==> src/rtl/dmbs_pkg.sv <==
// ----------------------------------------------------------------------------
// dmbs_pkg: shared types and constants for the best display mode selector
// Aspect ratio tables, score constants, request and register index codes.
// ----------------------------------------------------------------------------
package dmbs_pkg;

	localparam int FPS_W   = 24;
	localparam int DIM_W   = 13;
	localparam int RATE_W  = 8;
	localparam int CODE_W  = 8;
	localparam int SCORE_W = 31;
	localparam int QDEPTH_DEFAULT = 4;

	localparam logic [SCORE_W-1:0] SCORE_BOUND = SCORE_W'(1) << 30;

	typedef enum logic [1:0] {
		REG_TARGET_FPS    = 2'd0,
		REG_TARGET_WIDTH  = 2'd1,
		REG_TARGET_HEIGHT = 2'd2,
		REG_NONE          = 2'd3
	} reg_idx_t;

	// classified request handed from front to back
	typedef struct packed {
		logic [DIM_W-1:0]   width;
		logic [DIM_W-1:0]   height;
		logic [RATE_W-1:0]  rate;
		logic               is_native;
		logic [2:0]         aspect_code;
		logic [CODE_W-1:0]  mode_code;
		logic               last_mode;
		logic [1:0]         rate_class;
	} req_t;

	typedef enum logic [1:0] {
		RC_EXACT  = 2'd0,
		RC_DOUBLE = 2'd1,
		RC_OTHER  = 2'd2,
		RC_ZERO   = 2'd3
	} rate_class_t;

	typedef enum logic [2:0] {
		ST_IDLE,
		ST_RDIV,
		ST_ADIV,
		ST_SUM,
		ST_OUT
	} bst_t;

	function automatic logic [6:0] aspect_num(input logic [2:0] c);
		case (c)
			3'd0: aspect_num = 7'd4;
			3'd1: aspect_num = 7'd14;
			3'd2: aspect_num = 7'd16;
			3'd3: aspect_num = 7'd5;
			3'd4: aspect_num = 7'd16;
			3'd5: aspect_num = 7'd15;
			3'd6: aspect_num = 7'd64;
			default: aspect_num = 7'd16;
		endcase
	endfunction

	function automatic logic [4:0] aspect_den(input logic [2:0] c);
		case (c)
			3'd0: aspect_den = 5'd3;
			3'd1: aspect_den = 5'd9;
			3'd2: aspect_den = 5'd9;
			3'd3: aspect_den = 5'd4;
			3'd4: aspect_den = 5'd10;
			3'd5: aspect_den = 5'd9;
			3'd6: aspect_den = 5'd27;
			default: aspect_den = 5'd9;
		endcase
	endfunction

endpackage

==> src/rtl/dmbs_ram.sv <==
// ----------------------------------------------------------------------------
// dmbs_ram: generic single-port-write, single-port-read RAM
// One write and one registered read per cycle.
// ----------------------------------------------------------------------------
module dmbs_ram #(
	parameter int WIDTH = 8,
	parameter int DEPTH = 4
) (
	input  logic                     clk,
	input  logic                     we,
	input  logic [$clog2(DEPTH)-1:0] waddr,
	input  logic [WIDTH-1:0]         wdata,
	input  logic [$clog2(DEPTH)-1:0] raddr,
	output logic [WIDTH-1:0]         rdata
);
	logic [WIDTH-1:0] mem_q [DEPTH];

	always_ff @(posedge clk) begin
		if (we) mem_q[waddr] <= wdata;
		rdata <= mem_q[raddr];
	end
endmodule

==> src/rtl/dmbs_front.sv <==
// ----------------------------------------------------------------------------
// dmbs_front: request intake and rate classification
// Registers each accepted mode with its rate match class.
// ----------------------------------------------------------------------------
module dmbs_front import dmbs_pkg::*; (
	input  logic              clk,
	input  logic              arst_n,
	input  logic              push,
	output logic              full,
	input  logic [DIM_W-1:0]  mode_width,
	input  logic [DIM_W-1:0]  mode_height,
	input  logic [RATE_W-1:0] mode_rate,
	input  logic              is_native,
	input  logic [2:0]        aspect_code,
	input  logic [CODE_W-1:0] mode_code,
	input  logic              last_mode,
	input  logic [FPS_W-1:0]  target_fps,
	output logic              req_valid,
	input  logic              req_ready,
	output req_t              req
);
	logic        valid_s1;
	req_t        req_s1;
	logic [24:0] rq;
	logic [25:0] f2;
	logic [24:0] d1;
	logic [25:0] d2;
	logic [34:0] m1, m2;
	logic [1:0]  cls;

	assign full = valid_s1 && !req_ready;

	always_comb begin
		rq = {1'b0, mode_rate, 16'd0};
		f2 = {1'b0, target_fps, 1'b0};
		d1 = (rq > 25'(target_fps)) ? rq - 25'(target_fps) : 25'(target_fps) - rq;
		d2 = (26'(rq) > f2) ? 26'(rq) - f2 : f2 - 26'(rq);
		m1 = 35'(d1) * 35'd500;
		m2 = 35'(d2) * 35'd500;
		if (m1 < 35'(target_fps))      cls = RC_EXACT;
		else if (m2 < 35'(target_fps)) cls = RC_DOUBLE;
		else if (mode_rate == '0)      cls = RC_ZERO;
		else                           cls = RC_OTHER;
	end

	always_ff @(posedge clk or negedge arst_n) begin
		if (!arst_n) begin
			valid_s1 <= 1'b0;
		end else if (!full) begin
			valid_s1 <= push;
		end
	end

	always_ff @(posedge clk) begin
		if (push && !full) begin
			req_s1 <= '{mode_width, mode_height, mode_rate, is_native, aspect_code,
				mode_code, last_mode, cls};
		end
	end

	assign req_valid = valid_s1;
	assign req       = req_s1;
endmodule

==> src/rtl/dmbs_queue.sv <==
// ----------------------------------------------------------------------------
// dmbs_queue: short FIFO between front and back
// Storage in a generic RAM with registered read; a head register keeps
// the oldest entry visible.
// ----------------------------------------------------------------------------
module dmbs_queue import dmbs_pkg::*; #(
	parameter int DEPTH = QDEPTH_DEFAULT
) (
	input  logic clk,
	input  logic arst_n,
	input  logic in_valid,
	output logic in_ready,
	input  req_t in_req,
	output logic out_valid,
	input  logic out_ready,
	output req_t out_req
);
	localparam int AW = $clog2(DEPTH);

	logic [AW-1:0] wp_q, rp_q;
	logic [AW:0]   cnt_q;     // entries in RAM
	logic          hv_q;      // head register valid
	logic          rd_pend_q; // RAM read in flight to head
	req_t          rdata;
	req_t          head_q;
	logic          wr, rd, head_take, head_free;

	assign in_ready  = cnt_q != (AW+1)'(DEPTH);
	assign wr        = in_valid && in_ready;
	assign head_take = hv_q && out_ready;
	assign head_free = (!hv_q || head_take) && !rd_pend_q;
	assign rd        = head_free && cnt_q != '0;

	dmbs_ram #(.WIDTH($bits(req_t)), .DEPTH(DEPTH)) u_ram (
		.clk(clk), .we(wr), .waddr(wp_q), .wdata(in_req),
		.raddr(rp_q), .rdata(rdata)
	);

	always_ff @(posedge clk or negedge arst_n) begin
		if (!arst_n) begin
			wp_q <= '0;
			rp_q <= '0;
			cnt_q <= '0;
			hv_q <= 1'b0;
			rd_pend_q <= 1'b0;
		end else begin
			if (wr) wp_q <= (wp_q == AW'(DEPTH-1)) ? '0 : wp_q + 1'b1;
			if (rd) rp_q <= (rp_q == AW'(DEPTH-1)) ? '0 : rp_q + 1'b1;
			cnt_q <= cnt_q + (AW+1)'(wr) - (AW+1)'(rd);
			rd_pend_q <= rd;
			if (rd_pend_q)      hv_q <= 1'b1;
			else if (head_take) hv_q <= 1'b0;
		end
	end

	always_ff @(posedge clk) begin
		if (rd_pend_q) head_q <= rdata;
	end

	assign out_valid = hv_q;
	assign out_req   = head_q;

	assert property (@(posedge clk) disable iff (!arst_n)
		cnt_q <= (AW+1)'(DEPTH))
		else $error("queue count overflow");
	assert property (@(posedge clk) disable iff (!arst_n)
		rd_pend_q |-> !hv_q || $past(out_ready))
		else $error("head overwritten while held");
endmodule

==> src/rtl/dmbs_div.sv <==
// ----------------------------------------------------------------------------
// dmbs_div: radix-2 restoring divider
// One quotient bit per cycle, shared for the rate and aspect terms.
// ----------------------------------------------------------------------------
module dmbs_div #(
	parameter int NW = 33,
	parameter int DW = 18
) (
	input  logic          clk,
	input  logic          arst_n,
	input  logic          start,
	input  logic [NW-1:0] num,
	input  logic [DW-1:0] den,
	output logic          done,
	output logic [NW-1:0] quo
);
	localparam int CW = $clog2(NW+1);

	logic [NW-1:0] q_q;
	logic [DW:0]   r_q;
	logic [DW-1:0] d_q;
	logic [CW-1:0] n_q;
	logic          busy_q;
	logic          done_q;
	logic [DW:0]   trial;

	assign trial = {r_q[DW-1:0], q_q[NW-1]};

	always_ff @(posedge clk or negedge arst_n) begin
		if (!arst_n) begin
			busy_q <= 1'b0;
			n_q <= '0;
			done_q <= 1'b0;
		end else begin
			// pulse in the same cycle as the last quotient bit lands
			done_q <= busy_q && n_q == CW'(1);
			if (start) begin
				busy_q <= 1'b1;
				n_q <= CW'(NW);
			end else if (busy_q) begin
				n_q <= n_q - 1'b1;
				if (n_q == CW'(1)) busy_q <= 1'b0;
			end
		end
	end

	always_ff @(posedge clk) begin
		if (start) begin
			q_q <= num;
			r_q <= '0;
			d_q <= den;
		end else if (busy_q) begin
			if (trial >= {1'b0, d_q}) begin
				r_q <= trial - {1'b0, d_q};
				q_q <= {q_q[NW-2:0], 1'b1};
			end else begin
				r_q <= trial;
				q_q <= {q_q[NW-2:0], 1'b0};
			end
		end
	end

	assign done = done_q;
	assign quo  = q_q;
endmodule

==> src/rtl/dmbs_back.sv <==
// ----------------------------------------------------------------------------
// dmbs_back: scoring sequencer and best-mode tracking
// Runs up to two divisions on a shared divider, adds the score terms, keeps
// the first lowest score and emits the result on the last mode.
// ----------------------------------------------------------------------------
module dmbs_back import dmbs_pkg::*; (
	input  logic               clk,
	input  logic               arst_n,
	input  logic               req_valid,
	output logic               req_ready,
	input  req_t               req,
	input  logic [FPS_W-1:0]   target_fps,
	input  logic [DIM_W-1:0]   target_width,
	input  logic [DIM_W-1:0]   target_height,
	output logic               empty,
	input  logic               pop,
	output logic               mode_found,
	output logic [CODE_W-1:0]  best_code,
	output logic [SCORE_W-1:0] win_score,
	output logic               ntsc_rate
);
	localparam int NW = 33;
	localparam int DW = 18;

	bst_t st_q, st_d;
	req_t cur_q;
	logic [SCORE_W-1:0] rterm_q, aterm_q, rest_q;
	logic [SCORE_W-1:0] low_q;
	logic [CODE_W-1:0]  lcode_q;
	logic               found_q;
	logic               ov_q;
	logic               ofound_q, ontsc_q;
	logic [CODE_W-1:0]  ocode_q;
	logic [SCORE_W-1:0] oscore_q;

	logic          dstart, ddone;
	logic [NW-1:0] dnum, dquo;
	logic [DW-1:0] dden;

	logic [17:0] dw;
	logic [20:0] nh;
	logic [20:0] adiff;
	logic [SCORE_W-1:0] rest_d, total;
	logic [8:0]  ti;
	logic [33:0] base, fn, fp;
	logic [33:0] dn, dp;

	dmbs_div #(.NW(NW), .DW(DW)) u_div (
		.clk(clk), .arst_n(arst_n), .start(dstart), .num(dnum), .den(dden),
		.done(ddone), .quo(dquo)
	);

	// aspect operands and the non-division terms of the current request
	always_comb begin
		dw    = 18'(aspect_den(cur_q.aspect_code)) * 18'(cur_q.width);
		nh    = 21'(aspect_num(cur_q.aspect_code)) * 21'(cur_q.height);
		adiff = (nh > 21'(dw)) ? nh - 21'(dw) : 21'(dw) - nh;
		rest_d = cur_q.is_native ? '0 : SCORE_W'(65536);
		if (target_width != '0 && target_height != '0) begin
			if (target_width > cur_q.width)
				rest_d += SCORE_W'(target_width - cur_q.width) << 16;
			else
				rest_d += SCORE_W'(cur_q.width - target_width) << 4;
			if (target_height > cur_q.height)
				rest_d += SCORE_W'(target_height - cur_q.height) << 16;
			else
				rest_d += SCORE_W'(cur_q.height - target_height) << 4;
		end
	end

	assign total = rterm_q + aterm_q + rest_q;

	// NTSC flag from the target rate alone; rounded rate reaches 256
	always_comb begin
		ti   = 9'((25'(target_fps) + 25'd32768) >> 16);
		base = 34'(ti) * 34'd65536000;
		fn   = 34'(target_fps) * 34'd1001;
		fp   = 34'(target_fps) * 34'd1000;
		dn   = (fn > base) ? fn - base : base - fn;
		dp   = (fp > base) ? fp - base : base - fp;
	end

	always_comb begin
		st_d = st_q;
		dstart = 1'b0;
		dnum = '0;
		dden = '0;
		req_ready = 1'b0;
		case (st_q)
			ST_IDLE: begin
				req_ready = 1'b1;
				if (req_valid) st_d = ST_RDIV;
			end
			ST_RDIV: begin
				if (cur_q.rate_class == RC_OTHER) begin
					dstart = 1'b1;
					dnum = NW'(1) << 20;
					dden = DW'(cur_q.rate);
				end
				st_d = ST_ADIV;
			end
			ST_ADIV: begin
				if (cur_q.rate_class != RC_OTHER || ddone) begin
					if (cur_q.width != '0) begin
						dstart = 1'b1;
						dnum = NW'(adiff) << 12;
						dden = dw;
					end
					st_d = ST_SUM;
				end
			end
			ST_SUM: begin
				if (cur_q.width == '0 || ddone) st_d = ST_OUT;
			end
			ST_OUT: begin
				if (!cur_q.last_mode || !ov_q || pop) st_d = ST_IDLE;
			end
			default: st_d = ST_IDLE;
		endcase
	end

	always_ff @(posedge clk or negedge arst_n) begin
		if (!arst_n) begin
			st_q <= ST_IDLE;
			low_q <= SCORE_BOUND;
			lcode_q <= '0;
			found_q <= 1'b0;
			ov_q <= 1'b0;
		end else begin
			st_q <= st_d;
			if (st_q == ST_OUT && st_d == ST_IDLE && cur_q.last_mode)
				ov_q <= 1'b1;
			else if (ov_q && pop)
				ov_q <= 1'b0;
			if (st_q == ST_OUT && st_d == ST_IDLE) begin
				if (cur_q.last_mode) begin
					low_q <= SCORE_BOUND;
					lcode_q <= '0;
					found_q <= 1'b0;
				end else if (total < low_q) begin
					low_q <= total;
					lcode_q <= cur_q.mode_code;
					found_q <= 1'b1;
				end
			end
		end
	end

	always_ff @(posedge clk) begin
		if (st_q == ST_IDLE && req_valid) cur_q <= req;
		if (st_q == ST_RDIV) begin
			rest_q <= rest_d;
			case (cur_q.rate_class)
				RC_EXACT:  rterm_q <= '0;
				RC_DOUBLE: rterm_q <= SCORE_W'(256);
				RC_ZERO:   rterm_q <= SCORE_W'(65536) + (SCORE_W'(1) << 20);
				default:   rterm_q <= '0;
			endcase
		end
		if (st_q == ST_ADIV && ddone) rterm_q <= SCORE_W'(65536) + SCORE_W'(dquo);
		if (st_q == ST_ADIV && cur_q.width == '0) aterm_q <= SCORE_W'(1) << 20;
		if (st_q == ST_SUM && ddone) aterm_q <= SCORE_W'(dquo);
		if (st_q == ST_OUT && st_d == ST_IDLE && cur_q.last_mode) begin
			if (total < low_q) begin
				ofound_q <= 1'b1;
				ocode_q <= cur_q.mode_code;
				oscore_q <= total;
			end else begin
				ofound_q <= found_q;
				ocode_q <= lcode_q;
				oscore_q <= low_q;
			end
			ontsc_q <= dn < dp;
		end
	end

	assign empty      = !ov_q;
	assign mode_found = ofound_q;
	assign best_code  = ocode_q;
	assign win_score  = oscore_q;
	assign ntsc_rate  = ontsc_q;

	assert property (@(posedge clk) disable iff (!arst_n)
		low_q <= SCORE_BOUND)
		else $error("lowest score above bound");
	assert property (@(posedge clk) disable iff (!arst_n)
		!found_q |-> low_q == SCORE_BOUND)
		else $error("score kept without a found mode");
	assert property (@(posedge clk) disable iff (!arst_n)
		(ov_q && !pop) |=> ov_q && $stable(win_score))
		else $error("pending result lost");
endmodule

==> src/rtl/display_mode_best_score_select.sv <==
// ----------------------------------------------------------------------------
// display_mode_best_score_select: best display mode selector
// Scores candidate modes against a target rate and size, reports the best.
// ----------------------------------------------------------------------------
// channel  | handshake          | payload
// input    | push / full        | mode_width..last_mode
// result   | empty / pop        | mode_found, best_code, win_score, ntsc_rate
// config   | cfg_valid/cfg_ready| cfg_index, cfg_data
//
// In the back end, a mode takes up to two passes of the shared serial divider
// (rate, then aspect term) plus accept, setup and update. An exact or double
// rate match or a zero rate skips the rate pass; zero width skips the aspect
// pass. The front registers each mode; the queue absorbs short bursts.
// Reset clears the search (bound 2^30) and the registers to zero.
// A result waiting to be popped stalls only the last mode of the next list.
// ----------------------------------------------------------------------------
module display_mode_best_score_select import dmbs_pkg::*; #(
	parameter int QDEPTH = QDEPTH_DEFAULT
) (
	input  logic               clk,
	input  logic               arst_n,
	input  logic               push,
	output logic               full,
	input  logic [DIM_W-1:0]   mode_width,
	input  logic [DIM_W-1:0]   mode_height,
	input  logic [RATE_W-1:0]  mode_rate,
	input  logic               is_native,
	input  logic [2:0]         aspect_code,
	input  logic [CODE_W-1:0]  mode_code,
	input  logic               last_mode,
	output logic               empty,
	input  logic               pop,
	output logic               mode_found,
	output logic [CODE_W-1:0]  best_code,
	output logic [SCORE_W-1:0] win_score,
	output logic               ntsc_rate,
	input  logic               cfg_valid,
	output logic               cfg_ready,
	input  logic [1:0]         cfg_index,
	input  logic [FPS_W-1:0]   cfg_data
);
	logic [FPS_W-1:0] fps_q;
	logic [DIM_W-1:0] tw_q, th_q;
	logic fq_valid, fq_ready, qb_valid, qb_ready;
	req_t fq_req, qb_req;

	assign cfg_ready = 1'b1;

	always_ff @(posedge clk or negedge arst_n) begin
		if (!arst_n) begin
			fps_q <= '0;
			tw_q <= '0;
			th_q <= '0;
		end else if (cfg_valid) begin
			case (reg_idx_t'(cfg_index))
				REG_TARGET_FPS:    fps_q <= cfg_data;
				REG_TARGET_WIDTH:  tw_q <= cfg_data[DIM_W-1:0];
				REG_TARGET_HEIGHT: th_q <= cfg_data[DIM_W-1:0];
				default: ;
			endcase
		end
	end

	dmbs_front u_front (
		.clk(clk), .arst_n(arst_n), .push(push), .full(full),
		.mode_width(mode_width), .mode_height(mode_height), .mode_rate(mode_rate),
		.is_native(is_native), .aspect_code(aspect_code), .mode_code(mode_code),
		.last_mode(last_mode), .target_fps(fps_q),
		.req_valid(fq_valid), .req_ready(fq_ready), .req(fq_req)
	);

	dmbs_queue #(.DEPTH(QDEPTH)) u_queue (
		.clk(clk), .arst_n(arst_n), .in_valid(fq_valid), .in_ready(fq_ready),
		.in_req(fq_req), .out_valid(qb_valid), .out_ready(qb_ready), .out_req(qb_req)
	);

	dmbs_back u_back (
		.clk(clk), .arst_n(arst_n), .req_valid(qb_valid), .req_ready(qb_ready),
		.req(qb_req), .target_fps(fps_q), .target_width(tw_q), .target_height(th_q),
		.empty(empty), .pop(pop), .mode_found(mode_found), .best_code(best_code),
		.win_score(win_score), .ntsc_rate(ntsc_rate)
	);
endmodule
==> config.mk <==
export PLATFORM = sky130hd
export DESIGN_NAME = display_mode_best_score_select
export DESIGN_NICKNAME = d
export VERILOG_FILES = /design/src/rtl/dmbs_pkg.sv /design/src/rtl/dmbs_ram.sv /design/src/rtl/dmbs_front.sv /design/src/rtl/dmbs_queue.sv /design/src/rtl/dmbs_div.sv /design/src/rtl/dmbs_back.sv /design/src/rtl/display_mode_best_score_select.sv
export SDC_FILE = /design/constraint.sdc
export NUM_CORES = 2
export LEC_CHECK = 0
export ABC_AREA = 1
export BUFFER_PORTS_ARGS = -buffer_cell sky130_fd_sc_hd__clkbuf_2
export CAP_MARGIN = 30
export CORE_AREA = 5 5 288 347
export CTS_BUF_LIST = sky130_fd_sc_hd__clkbuf_8
export DETAILED_ROUTE_END_ITERATION = 6
export DIE_AREA = 0 0 293 352
export PLACE_DENSITY = 0.87
export SLEW_MARGIN = 20
export SYNTH_ARGS = -nofsm -noshare
export SYNTH_HDL_FRONTEND = slang
export SYNTH_HIERARCHICAL = 1
export SYNTH_SLANG_ARGS = --single-unit
==> constraint.sdc <==
create_clock -name clk -period 20.1 [get_ports clk]
set_input_delay 3.015 -clock clk [delete_from_list [all_inputs] [get_ports clk]]
set_output_delay 3.015 -clock clk [all_outputs]
set_load 0.03 [all_outputs]
# Word-level counts from Yosys, hierarchy flattened
# Memory sizes are Yosys's and may differ from the RTL's. A register that Yosys moved wholly into a read port is not among the register bits.
# Index checks and enable logic that the tools add are counted.
# word_totals
mem_bits_rw	196
rom_bits	0
output_inout_bits	44
word_cells	224
ff_bits	462
n_memories	1
latch_bits	0
in_bits	78
# memory_table
name	depth	word_bits	read_ports	rd_ports_with_merged_regs	wr	line	rtl
u_queue.u_ram.mem_q	4	49	1	1	1	dmbs_ram.sv:16	logic [WIDTH-1:0] mem_q [DEPTH];
# op_classes
n_addsub	28
shifts	0
eq_ne	19
magnitude_cmp	12
n_reduce_logical	45
div_mod_pow	0
n_mul	7
muxes	60
bitwise	0
# op_table
op	n
$mux 31	10
$add 31x31->31	6
$sub 34x34->34	4
$mux 33	4
$gt 34x34->1	2
$mux 34	2
$pmux 33 s2	1
$sub 13x13->14	4
$mux 18	3
$sub 24x24->25	2
$mux 21	2
$pmux 21 s2	1
$reduce_bool 13->1	3
$pmux 18 s2	1
$lt 35x24->1	1
$pmux 7 s5	1
$lt 34x24->1	1
$lt 34x34->1	1
$mul 24x10->34 const B	1
$mul 26x7->33 const B	1
$mul 25x7->32 const B	1
$add 17x31->31 const A	1
$lt 31x31->1	1
$mul 24x7->31 const B	1
48 further kinds	116

# Depth between registers and ports, before layout
# logic_depth
ltp_word	9
depth_mapped	48
mapped_depth_nobuf	47

# Cells and area by module
# Netlist, hierarchy kept.
# by_module_without_submodules
mod	area_each_um2	n_inst	cells_each	seq_area_each_um2
dmbs_back	35622.9	1	4602	6477.5
dmbs_front	14460.1	1	1999	1496.4
dmbs_ram	9243.9	1	825	6866.6
dmbs_div	4294.1	1	540	2092.0
display_mode_best_score_select	2092.0	1	226	1251.2
dmbs_queue	1916.8	1	95	1696.6

# Least setup slack after synthesis
# No wires, ideal clock.
# synth_path
kind	input-to-reg
startpoint	input mode_rate[2]
endpoint	register u_front.req_s1 (netlist bit u_front/req[1]) (data pin)
required_time_ns	19.844
n_path_buf	3
arrival_time_ns	9.236
path_slack_ns	10.608
cell_stages	34
path_cell_list	inv_1 ha_1 buf_2 a21oi_1 o21ai_0 a21oi_1 o211ai_1 nand2_1 buf_4 inv_2 buf_2 o21ai_0 fa_1 inv_1 fa_1 fa_1 inv_1 fa_1 ha_1 nand2_1 inv_1 a21oi_1 nand3_1 a21oi_1 xnor2_1 ha_1 a21oi_1 nor3_1 a211oi_1 nand2_1 nand2_1 nand3_1 nor2_1 nor2_1
# synth_between
elab_chain_len	5
elab_cells_between_ends	13
cone_classes	add/sub: 4; mul: 2; order compare: 4; mux: 2; reduce/logical: 1
# synth_rtl
item	line	rtl
from (decl)	display_mode_best_score_select.sv:26	input logic [RATE_W-1:0] mode_rate,
$sub 25x24->26, or another cell as far along	dmbs_front.sv:37	d2 = (26'(rq) > f2) ? 26'(rq) - f2 : f2 - 26'(rq);
$mux 26 / $mux 25 (equally long branches)	dmbs_front.sv:37, dmbs_front.sv:36	
$mul 26x7->33 / $mul 25x7->32 (equally long branches)	dmbs_front.sv:39, dmbs_front.sv:38	
$lt 35x24->1 / $lt 34x24->1 (equally long branches)	dmbs_front.sv:41, dmbs_front.sv:40	
$reduce_or 2->1 (no line) (*)	-	
to (signal assigned)	dmbs_front.sv:56	req_s1 <= '{mode_width, mode_height, mode_rate, is_native, aspect_code,
to (decl)	dmbs_front.sv:23	req_t req_s1;
# Every way passes the cells marked *; elsewhere a longest branch is shown, timed or not.
# A chain may end at the register's enable or synchronous reset.

# Worst setup path after layout
# layout_path
startpoint	register fps_q[1]
endpoint	register u_back.ontsc_q (netlist: u_back/ntsc_rate) (data pin)
# layout_between
elab_chain_len	5
elab_cells_between_ends	13
cone_classes	add/sub: 5; mul: 3; order compare: 3; mux: 2
# layout_rtl
item	line	rtl
from (decl)	display_mode_best_score_select.sv:42	logic [FPS_W-1:0] fps_q;
from (signal assigned)	display_mode_best_score_select.sv:56	REG_TARGET_FPS: fps_q <= cfg_data;
$add 24x16->25	dmbs_back.sv:75	ti = 9'((25'(target_fps) + 25'd32768) >> 16);
$mul 9x7->15	dmbs_back.sv:76	base = 34'(ti) * 34'd65536000;
$sub 34x34->34, or another cell as far along	dmbs_back.sv:79	dn = (fn > base) ? fn - base : base - fn;
$mux 34 (on tied branches)	dmbs_back.sv:79, dmbs_back.sv:80	
$lt 34x34->1 (*)	dmbs_back.sv:173	ontsc_q <= dn < dp;
to (signal assigned)	dmbs_back.sv:173	
to (decl)	dmbs_back.sv:32	logic ofound_q, ontsc_q;
# Marks and branches as above.

==> insert_results.sql <==
INSERT INTO impl_metrics (metric_group, metric, value, unit) VALUES
('layout', 'num-nets-final', '9719', ''),
('timing', 'fmaxAchievable', '98.93', 'MHz'),
('setup_path', 'critical-path-slowest-cell', 'sky130_fd_sc_hd__dfrtp_1', ''),
('setup_path', 'reg2regPathDepth', '41', ''),
('worst_hold_path', 'whs_path_depth', '0', ''),
('flow_run', 'max_cap_viol_count', '0', ''),
('synthesis', 'post_synth_inst_count', '8287', ''),
('worst_hold_path', 'hold_path.class', 'reg2reg', ''),
('synthesis', 'synth_compound_gate_area_share', '9.254', '%'),
('place', 'place.gp.congestion', '1.017', ''),
('worst_hold_path', 'hold_start', 'u_queue/u_ram/rdata[1]', ''),
('synthesis', 'yosys_register_bits', '703', ''),
('floorplan', 'die_area', '0.1031', 'mm^2'),
('grt', 'grt.overflow.total', '0', ''),
('setup_path', 'crit_top_cell', 'sky130_fd_sc_hd__inv_1', ''),
('floorplan', 'io-pin-count', '122', ''),
('clocking', 'cts_resized', '0', ''),
('floorplan', 'core', '0.09619', 'mm^2'),
('setup_path', 'regToRegStartpoint', 'fps_q[1]', ''),
('place', 'placement.cell_area', '0.06961', 'mm^2'),
('setup_path', 'max_stage_delay_on_crit_path', '0.67', 'ns'),
('layout', 'flow.area_growth_from_synthesis', '6.409', '%'),
('run_status', 'failing_checks', 'design-rule violations', ''),
('synthesis', 'main_flop_type_after_synthesis', 'sky130_fd_sc_hd__edfxtp_1', ''),
('route', 'dr_total_vias', '57340', ''),
('synthesis', 'synth-async-reset-ratio', '15.93', '%'),
('layout', 'layout-drive-gt1-share', '5.806', '%'),
('worst_hold_path', 'hold-path-endpoint', 'u_queue/out_req[1]', ''),
('run_status', 'run_status', 'finished with violations', ''),
('timing', 'final_min_period_over_clock_period', '50.29', '%'),
('timing', 'transition_time_of_the_tightest_slew_check_pin', '1.110', 'ns'),
('clocking', 'cts.sink_count', '703', ''),
('setup_path', 'data_arrival_at_the_endpoint_of_the_critical_path', '10.74', 'ns'),
('route', 'detail_route.first_pass.iterations', '7', ''),
('clocking', 'clk_root_buffer_cell', 'sky130_fd_sc_hd__clkbuf_8', ''),
('layout', 'regArea', '0.01988', 'mm^2'),
('clocking', 'htreeDepth', '3', ''),
('clocking', 'cts.path.max_buffers', '3', ''),
('timing', 'final-setup-viol-count', '0', ''),
('timing', 'setup_ws', '9.992', 'ns'),
('timing', 'final_hold_violation_count', '0', ''),
('place', 'preCtsSetupSlack', '9.324', 'ns'),
('setup_path', 'critPathLaunchType', 'register', ''),
('route', 'route.detailed.drc', '5', ''),
('grt', 'grt_use_met3', '5.243', '%'),
('grt', 'grt_use_met1', '46.39', '%'),
('timing', 'setup_tns', '0', 'ns'),
('route', 'post_drt_wl_per_cell', '19.89', 'um'),
('synthesis', 'yosysWarningCount', '6', ''),
('synthesis', 'dominant_combinational_cell_family_by_area_after_synthesis', 'adder cells', ''),
('clocking', 'worst_skew_pair.late_latency', '0.81', 'ns'),
('timing', 'fin_skew', '0.07468', 'ns'),
('floorplan', 'initial_core_util', '70.31', '%'),
('timing', 'finalWorstPathRequiredPeriod', '10.11', 'ns'),
('timing', 'slew_headroom', '25.31', '%'),
('layout', 'fin_util', '74.82', '%'),
('synthesis', 'synth-edff-count', '524', ''),
('clocking', 'tritoncts', 'done', ''),
('floorplan', 'die_w', '293', 'um'),
('timing', 'grt_setup_unrepaired', 'false', ''),
('synthesis', 'netlist-cell-type-count', '76', ''),
('floorplan', 'dieHeight', '352', 'um'),
('route', 'detailedRoute.firstIterationViolations', '5427', ''),
('grt', 'first_pass_grt_wire_length', '302300', 'um'),
('grt', 'gr-max-usage-layer', 'met2', ''),
('synthesis', 'synthesis.area', '0.06763', 'mm^2'),
('clocking', 'cts_made_buffers', '104', ''),
('grt', 'via_count_of_the_first_global_routing_pass', '57010', ''),
('clocking', 'cts.hold.buffers_added', '0', ''),
('grt', 'global_route.usage.met2', '62.54', '%'),
('synthesis', 'synthAdderAreaFrac', '27.37', '%');
worst max-delay path by stage:
| stage | slack, ns | cells after the start | end | start |
|---|---|---|---|---|
| after floorplan | 10.61 | 34 | u_front/req[1] | mode_rate[2] |
| after global placement | 9.53 | 31 | u_front/req[0] | mode_rate[2] |
| after detailed placement | 9.32 | 33 | u_front/req[0] | mode_rate[4] |
| after CTS | 10.15 | 33 | u_front/req[0] | mode_rate[4] |
| after global routing | 9.30 | 42 | u_back/ntsc_rate | fps_q[1] |
| final | 9.99 | 41 | u_back/ntsc_rate | fps_q[1] |
worst max-delay path: cells and delay by family (launching register included):
kind / cells / cell delay, ns
compound gates: 17 / 3.44
xor+xnor: 2 / 0.32
fa+ha+maj: 7 / 3.09
buf+inv: 7 / 1.08
flops: 1 / 0.67
simple gates: 8 / 1.36
logic make-up after synthesis:
| group | Yosys count |
|---|---|
| other cells | 2 |
| compound gates | 1117 |
| buf+inv | 1844 |
| fa+ha+maj | 1206 |
| mux | 2 |
| flops | 703 |
| xor+xnor | 331 |
| simple gates | 3082 |
synth_stat cells, types with 9 or more instances:
master	count	area share, %
sky130_fd_sc_hd__a211oi_1	21	0.23
sky130_fd_sc_hd__a21boi_1	9	0.10
sky130_fd_sc_hd__a21o_1	25	0.28
sky130_fd_sc_hd__a21oi_1	506	3.7
sky130_fd_sc_hd__a31oi_1	24	0.22
sky130_fd_sc_hd__and2_1	10	0.093
sky130_fd_sc_hd__buf_2	52	0.38
sky130_fd_sc_hd__buf_4	14	0.16
sky130_fd_sc_hd__buf_6	10	0.17
sky130_fd_sc_hd__clkbuf_1	62	0.34
sky130_fd_sc_hd__dfrtp_1	111	4.1
sky130_fd_sc_hd__dfxtp_1	67	2.0
sky130_fd_sc_hd__edfxtp_1	524	23
sky130_fd_sc_hd__fa_1	456	13
sky130_fd_sc_hd__ha_1	750	14
sky130_fd_sc_hd__inv_1	1657	9.2
sky130_fd_sc_hd__inv_2	31	0.17
sky130_fd_sc_hd__nand2_1	1855	10
sky130_fd_sc_hd__nand2_2	24	0.22
sky130_fd_sc_hd__nand3_1	369	2.7
sky130_fd_sc_hd__nand3b_1	26	0.29
sky130_fd_sc_hd__nand4_1	87	0.80
sky130_fd_sc_hd__nor2_1	547	3.0
sky130_fd_sc_hd__nor2_2	12	0.11
sky130_fd_sc_hd__nor3_1	79	0.58
sky130_fd_sc_hd__nor4_1	21	0.19
sky130_fd_sc_hd__o211ai_1	17	0.19
sky130_fd_sc_hd__o21a_1	17	0.19
sky130_fd_sc_hd__o21ai_0	332	2.5
sky130_fd_sc_hd__o21ai_1	36	0.27
sky130_fd_sc_hd__o21ai_2	22	0.28
sky130_fd_sc_hd__o21bai_1	31	0.34
sky130_fd_sc_hd__o22ai_1	14	0.13
sky130_fd_sc_hd__o31ai_1	10	0.11
sky130_fd_sc_hd__or2_2	13	0.12
sky130_fd_sc_hd__xnor2_1	112	1.5
sky130_fd_sc_hd__xor2_1	218	2.8
metrics by stage:
| step | hold WS (ns) | cells |
|---|---|---|
| floorplan | 0.3855 | 8298 |
| global placement | 0.3868 | 9588 |
| detailed placement | 0.3887 | 9594 |
| CTS | 0.4026 | 9790 |
| global route | 0.4069 | 9797 |
| finish | 0.3981 | 9798 |
sequential cells by signal, summed over array words and instances (netlist names), 3 cells and up:
register and flops:
u_back/st_q 3, u_back/rest_q 27, u_queue/u_ram/rdata 49, u_back/aterm_q 31
tw_q 13, u_queue/cnt_q 3, u_back/best_code 8, u_queue/u_ram/mem_q 196
u_front/req 49, u_back/win_score 31, fps_q 24, u_back/u_div/quo 33
u_back/u_div/n_q 6, u_back/u_div/d_q 18, u_queue/out_req 49, u_back/u_div/r_q 18
u_back/lcode_q 8, th_q 13, u_back/low_q 31, u_back/cur_q 49
u_back/rterm_q 31
per-layer routing:
layer	part of all wire, %	wire length (um)
met2	49	94510
met4	5.8	11210
met1	38	73890
met3	7.8	15140
met5	0.059	114
final cells by class:
| cell class | instances | area share, % |
|---|---|---|
| multi-input combinational | 5751 | 56.54 |
| antenna | 3 | 0.01043 |
| sequential | 703 | 27.63 |
| inverter | 1694 | 8.843 |
| clock buffer | 122 | 2.333 |
| clock inverter | 74 | 0.8415 |
| timing repair buffer | 181 | 1.589 |
| tap | 1270 | 2.208 |
Power is not shown: default switching activity piles up to over one toggle a cycle in this logic, so the estimate is an artifact.
